### src/sv/scfa_pkg.sv
package scfa_pkg;

    // pool geometry and class layout
    localparam int POOL_BYTES    = 32768;
    localparam int NUM_CLASSES   = 9;
    localparam int GRANULE_BYTES = 16;
    localparam int HEADER_BYTES  = 8;

    // field widths
    localparam int ADDR_W  = 15;
    localparam int SIZE_W  = 16;
    localparam int CLASS_W = 4;
    localparam int STAT_W  = 2;

    // derived sizes
    localparam int NUM_GRANULES = POOL_BYTES / GRANULE_BYTES;
    localparam int GRAN_W       = $clog2(NUM_GRANULES);
    localparam int GRAN_SH      = $clog2(GRANULE_BYTES);
    localparam int BUMP_W       = $clog2(POOL_BYTES) + 1;
    localparam int MAX_BLOCK    = GRANULE_BYTES << (NUM_CLASSES - 1);
    localparam int CSIZE_W      = $clog2(MAX_BLOCK) + 1;
    localparam int TOTAL_W      = SIZE_W + 1;
    localparam int LINK_W       = ADDR_W + 1;

    typedef enum logic {
        OP_ALLOC = 1'b0,
        OP_FREE  = 1'b1
    } t_op;

    typedef enum logic [STAT_W-1:0] {
        ST_OK        = 2'd0,
        ST_TOO_LARGE = 2'd1,
        ST_EXHAUSTED = 2'd2,
        ST_NULL_FREE = 2'd3
    } t_status;

    // classified request handed from front to back
    typedef struct packed {
        t_op                op;
        logic               too_large;
        logic               null_free;
        logic [CLASS_W-1:0] cls;
        logic [ADDR_W-1:0]  base;
    } t_cmd;

    // one result item
    typedef struct packed {
        logic [ADDR_W-1:0]  addr;
        t_status            status;
        logic [CLASS_W-1:0] bucket;
    } t_res;

endpackage

### src/sv/scfa_front.sv
module scfa_front
    import scfa_pkg::*;
(
    input  logic              i_clk,
    input  logic              i_rst_n,
    input  logic              i_push,
    output logic              o_full,
    input  logic              i_op,
    input  logic [SIZE_W-1:0] i_req_size,
    input  logic [ADDR_W-1:0] i_free_addr,
    output logic              o_cmd_valid,
    output t_cmd              o_cmd,
    input  logic              i_cmd_take
);

    logic [TOTAL_W-1:0] total;
    logic [CLASS_W-1:0] cls;
    t_cmd               cmd_new;
    logic               wr_en;
    logic               rd_en;

    t_cmd               r_q [2];
    logic               r_wp;
    logic               r_rp;
    logic [1:0]         r_cnt;
    logic [1:0]         n_cnt;

    // size class: smallest class whose block holds header plus request
    always_comb begin
        total = {1'b0, i_req_size} + TOTAL_W'(HEADER_BYTES);
        cls   = CLASS_W'(NUM_CLASSES - 1);
        for (int k = NUM_CLASSES - 1; k >= 0; k--) begin
            if (total <= TOTAL_W'(GRANULE_BYTES << k)) begin
                cls = CLASS_W'(k);
            end
        end
    end

    // classified command
    always_comb begin
        cmd_new.op        = t_op'(i_op);
        cmd_new.too_large = total > TOTAL_W'(MAX_BLOCK);
        cmd_new.null_free = i_free_addr == '0;
        cmd_new.cls       = cls;
        cmd_new.base      = (i_free_addr - ADDR_W'(HEADER_BYTES))
                            & ~ADDR_W'(GRANULE_BYTES - 1);
    end

    // two-entry command queue
    assign o_full      = r_cnt == 2'd2;
    assign o_cmd_valid = r_cnt != 2'd0;
    assign o_cmd       = r_q[r_rp];
    assign wr_en       = i_push && !o_full;
    assign rd_en       = i_cmd_take && o_cmd_valid;

    always_comb begin
        n_cnt = r_cnt;
        if (wr_en && !rd_en) begin
            n_cnt = r_cnt + 2'd1;
        end else if (rd_en && !wr_en) begin
            n_cnt = r_cnt - 2'd1;
        end
    end

    always_ff @(posedge i_clk) begin
        if (!i_rst_n) begin
            r_wp  <= 1'b0;
            r_rp  <= 1'b0;
            r_cnt <= 2'd0;
        end else begin
            r_cnt <= n_cnt;
            if (wr_en) begin
                r_wp <= ~r_wp;
            end
            if (rd_en) begin
                r_rp <= ~r_rp;
            end
        end
    end

    always_ff @(posedge i_clk) begin
        if (wr_en) begin
            r_q[r_wp] <= cmd_new;
        end
    end

endmodule

### config.mk
export PLATFORM = sky130hd
export DESIGN_NAME = scfa_front
export DESIGN_NICKNAME = d
export VERILOG_FILES = /design/src/sv/scfa_pkg.sv /design/src/sv/scfa_front.sv
export SDC_FILE = /design/constraint.sdc
export NUM_CORES = 1
export LEC_CHECK = 0
export BUFFER_PORTS_ARGS = -buffer_cell sky130_fd_sc_hd__buf_2
export CAP_MARGIN = 20
export CORE_MARGIN = 5
export CORE_UTILIZATION = 55
export CTS_CLUSTER_DIAMETER = 60
export DETAILED_ROUTE_END_ITERATION = 8
export PLACE_DENSITY_LB_ADDON = 0.12
export SYNTH_ARGS = -nofsm -noshare
export SYNTH_HDL_FRONTEND = slang
export SYNTH_SLANG_ARGS = --single-unit
### constraint.sdc
create_clock -name i_clk -period 6.3 [get_ports i_clk]
set_input_delay 1.26 -clock i_clk [delete_from_list [all_inputs] [get_ports i_clk]]
set_output_delay 1.26 -clock i_clk [all_outputs]
set_load 0.02 [all_outputs]
==> flow_summary.rst <==
.. list-table::
   :header-rows: 1

   * - Metric
     - Value
   * - Final Slew Violations
     - 0
   * - Avg Cell Area, Syn
     - 10.5 µm²
   * - Maximum frequency from static timing analysis
     - 282 MHz
   * - Non-filler instance count after layout
     - 345
   * - Critical Path RT
     - 6.38 ns
   * - Post-synthesis share of cell area spent on full adders, half adders and majority gates
     - 0.0195
   * - Post-route minimum period
     - 3.54 ns
   * - Highest fanout seen on the critical path
     - 11
   * - Std-Cell Rows
     - 24
   * - PnR Total Power
     - 788 µW
   * - Seq/Total Area, Yosys
     - 0.460
   * - Fraction of the cycle the final worst path needs
     - 0.562
   * - Number of cells in the design after placement
     - 337
   * - Routability-driven placement congestion ratio
     - 0.868
   * - Area fraction of the dominant cell type after synthesis
     - 0.421
   * - Worst EP arrival
     - 3.63 ns
   * - Slew at the pin closest to its max-slew limit
     - 0.816 ns
   * - Final layout net count
     - 332
   * - Final Util
     - 0.657
   * - Total global routing track utilization
     - 0.167
   * - Count of final setup violators
     - 0
   * - End point of the critical path
     - r_q[0][11]
   * - Area of the core
     - 0.00444 mm²
   * - Initial core utilization
     - 0.577
   * - Multiplexer fraction of the synthesized cell area
     - 0.0922
   * - Critical path startpoint
     - i_req_size[3]
   * - Synthesized-area fraction occupied by and/or/nand/nor cells
     - 0.198
   * - Crit Path Class
     - in -> reg
   * - Top cells by area in the synthesized netlist
     - sky130_fd_sc_hd__edfxtp_1, sky130_fd_sc_hd__mux2_2, sky130_fd_sc_hd__dfxtp_1
   * - Die boundary width
     - 78.3 µm
   * - Clock root cell
     - sky130_fd_sc_hd__clkbuf_8
   * - Hold Path Stages
     - 2
   * - Crit path cell chain
     - buf_2 > ha_1 > nand3_2 > or4_1 > a222oi_1 > o2bb2ai_1 > a2bb2oi_1 > o31ai_1
   * - Commonest cells after routing, fill and taps aside
     - sky130_fd_sc_hd__buf_2, sky130_fd_sc_hd__edfxtp_1, sky130_fd_sc_hd__mux2_2, sky130_fd_sc_hd__nand2_1, sky130_fd_sc_hd__nor2_1
   * - Antenna diode count
     - 0
   * - Setup repair bufs after CTS
     - 0
   * - First-pass GRT wire length
     - 8.30 mm
   * - Hold Fails Final Rpt
     - 0
   * - Clock edge transition at the registers on the reported setup and hold paths
     - 0.07 ns
   * - Number of global-route vias before repair
     - 1820
   * - Hold-fix buffer count after cts
     - 0
   * - Internal reg-to-reg setup slack
     - 4.67 ns
   * - CP Launch Type
     - input pin
   * - TritonCTS clock tree
     - done
   * - Clock tree buffer depth
     - 2
   * - Cell area after synthesis
     - 0.00256 mm²
   * - Dominant combinational cell family by area after synthesis
     - simple AND/OR/NAND/NOR gates
   * - Count of flip-flops with a built-in enable after synthesis
     - 36
   * - Library cell with the largest summed area after synthesis
     - sky130_fd_sc_hd__edfxtp_1
   * - Worst clock skew
     - 0.00419 ns
   * - Post-Route WL
     - 5.04 mm
   * - Pwr per Cell Area
     - 270 mW/mm²
   * - Slowest library cell on the worst path
     - sky130_fd_sc_hd__or4_1
   * - Height of the die
     - 78.3 µm
   * - Maxcap violations
     - 0
   * - Largest net degree at the start of global routing
     - 19
   * - Drt pass-1 iters
     - 4
   * - Synth cell types
     - 54
   * - Post-synthesis share of cell area spent on xor and xnor gates
     - 0.0580
   * - Post-detailed-placement cell area
     - 0.00283 mm²
   * - I/O pin total
     - 60
   * - Remaining Overflow, GRT
     - 0
   * - Design Area, Final
     - 0.00292 mm²
   * - Leakage power figure
     - 1.12 nW
   * - Tightest Hold Check Type
     - reg -> reg
   * - Largest stage delay, worst path
     - 0.60 ns
   * - Status
     - completed
   * - Most common cell after layout, fill and taps aside
     - sky130_fd_sc_hd__buf_2
   * - H-tree levels
     - 2
   * - Setup WS post-layout
     - 2.76 ns
   * - Number of buffers inserted during clock tree synthesis
     - 5
   * - Number of warnings printed during yosys synthesis
     - 0
   * - Number of filler cells placed in the layout
     - 378
   * - Area growth, synth to finish
     - 13.8%
   * - Ys flop type
     - sky130_fd_sc_hd__edfxtp_1
   * - Synthesis-stage register bit count
     - 41
   * - Setup crit end kind
     - flip-flop
   * - Cells after synthesis
     - 244
   * - Via Count
     - 2011
   * - Number of nets still failing antenna checks after routing
     - 0
   * - Count of clock tree sinks
     - 41
   * - Via density per instance
     - 5.83
   * - Reg2Reg Depth
     - 2
   * - Worst vdd rail ir drop
     - 118 µV
   * - Number of violations reported at the end of detailed-routing iteration 0
     - 89
   * - Latest clock arrival within the worst-skew pair
     - 0.28 ns
   * - Fraction of final layout cells sized beyond drive strength 1
     - 0.297
   * - Share of async-settable or async-resettable flops after synthesis
     - 0
   * - Setup Slack @ Placement
     - 2.52 ns
   * - Die area
     - 0.00613 mm²
   * - Synth Area in Compound Gates
     - 0.125
   * - Number of design rule violations left after detail routing
     - 0
   * - Endpoint of the worst-slack reg-to-reg timing path
     - r_q[1][16]
   * - Final worst hold slack
     - 0.515 ns
   * - Reg-to-Reg Start
     - r_cnt[0]
   * - Count of buffers from port buffering
     - 55
   * - Hpwl dp
     - 3.76 mm
   * - Number of antenna violations at the first check in global routing
     - 0
   * - Number of instances resized during post-cts repair
     - 0
   * - Slew margin rel.
     - 0.456
   * - Setup total negative slack
     - 0 ns
   * - Setup repair after global routing missed its margin
     - false
   * - Average detailed-routed wire length per instance
     - 14.6 µm
-- cell usage after synthesis (all sizes together), types with 4 or more instances --
library cell  instances
edfxtp               36
mux2                 21
nand2                17
nor2                 13
nor3                 10
buf                   9
clkbuf                9
xor2                  9
and2                  8
xnor2                 8
a21oi                 7
nand3                 7
inv                   6
o21ai                 6
or4                   6
and3                  5
dfxtp                 5
ha                    4
nand2b                4
or3                   4
-- where the power goes --
| group | switching [mW] | internal [mW] | leakage, nW |
|---|---|---|---|
| combinational | 0.148 | 0.114 | 0.703 |
| clock | 0.0821 | 0.0764 | 0.0455 |
| sequential | 0.0268 | 0.340 | 0.372 |
-- routing by layer --
layer	track usage	wire, µm	vias to the layer above
li1	-	-	1012
met1	0.214	2250	917
met2	0.271	2380	71
met3	0.0332	303	11
met4	0.0804	104	0
met5	0	0	-
-- registers in the layout, summed over array words and instances (netlist names), named ones only --
signal / flops
r_q: 36
r_cnt: 2
r_rp: 1
r_wp: 1
-- cell families (layout without fill, tap and decap cells) --
kind of cell / Yosys count / count (layout)
and+or+nand+nor: 91 / 91
AOI/OAI and AO/OA: 45 / 45
DFF: 41 / 41
buffers and inverters: 24 / 70
muxes: 21 / 21
xor gates and xnor gates: 17 / 17
adders and majority gates: 4 / 4
other: 1 / 4
-- cell type report --
type / instances / area [µm²] / share of cell area
tap: 52 / 65.1 / 0.0223
clock inverter: 3 / 17.5 / 0.00600
multi-input combinational: 182 / 1280 / 0.439
clock buffer: 5 / 68.8 / 0.0236
inverter: 6 / 22.5 / 0.00772
timing repair buffer: 56 / 283 / 0.0969
sequential: 41 / 1180 / 0.405
-- how the worst min path moves through the flow --
stage | start | endpoint | slack [ns]
floorplan | r_cnt[1] | r_cnt[1] | 0.47
global placement | r_cnt[1] | r_cnt[1] | 0.49
detailed placement | r_cnt[1] | r_cnt[1] | 0.51
CTS | r_cnt[1] | r_cnt[1] | 0.52
global route | r_cnt[1] | r_cnt[1] | 0.55
finish | r_cnt[1] | r_cnt[1] | 0.51
-- critical path, delay by kind of cell --
family          cells  cell delay (ns)
compound gates      4             0.93
fa+ha+maj           1             0.42
buf+inv             1             0.17
simple gates        2             0.85
No activity file was read; power rests on OpenSTA's default activity.
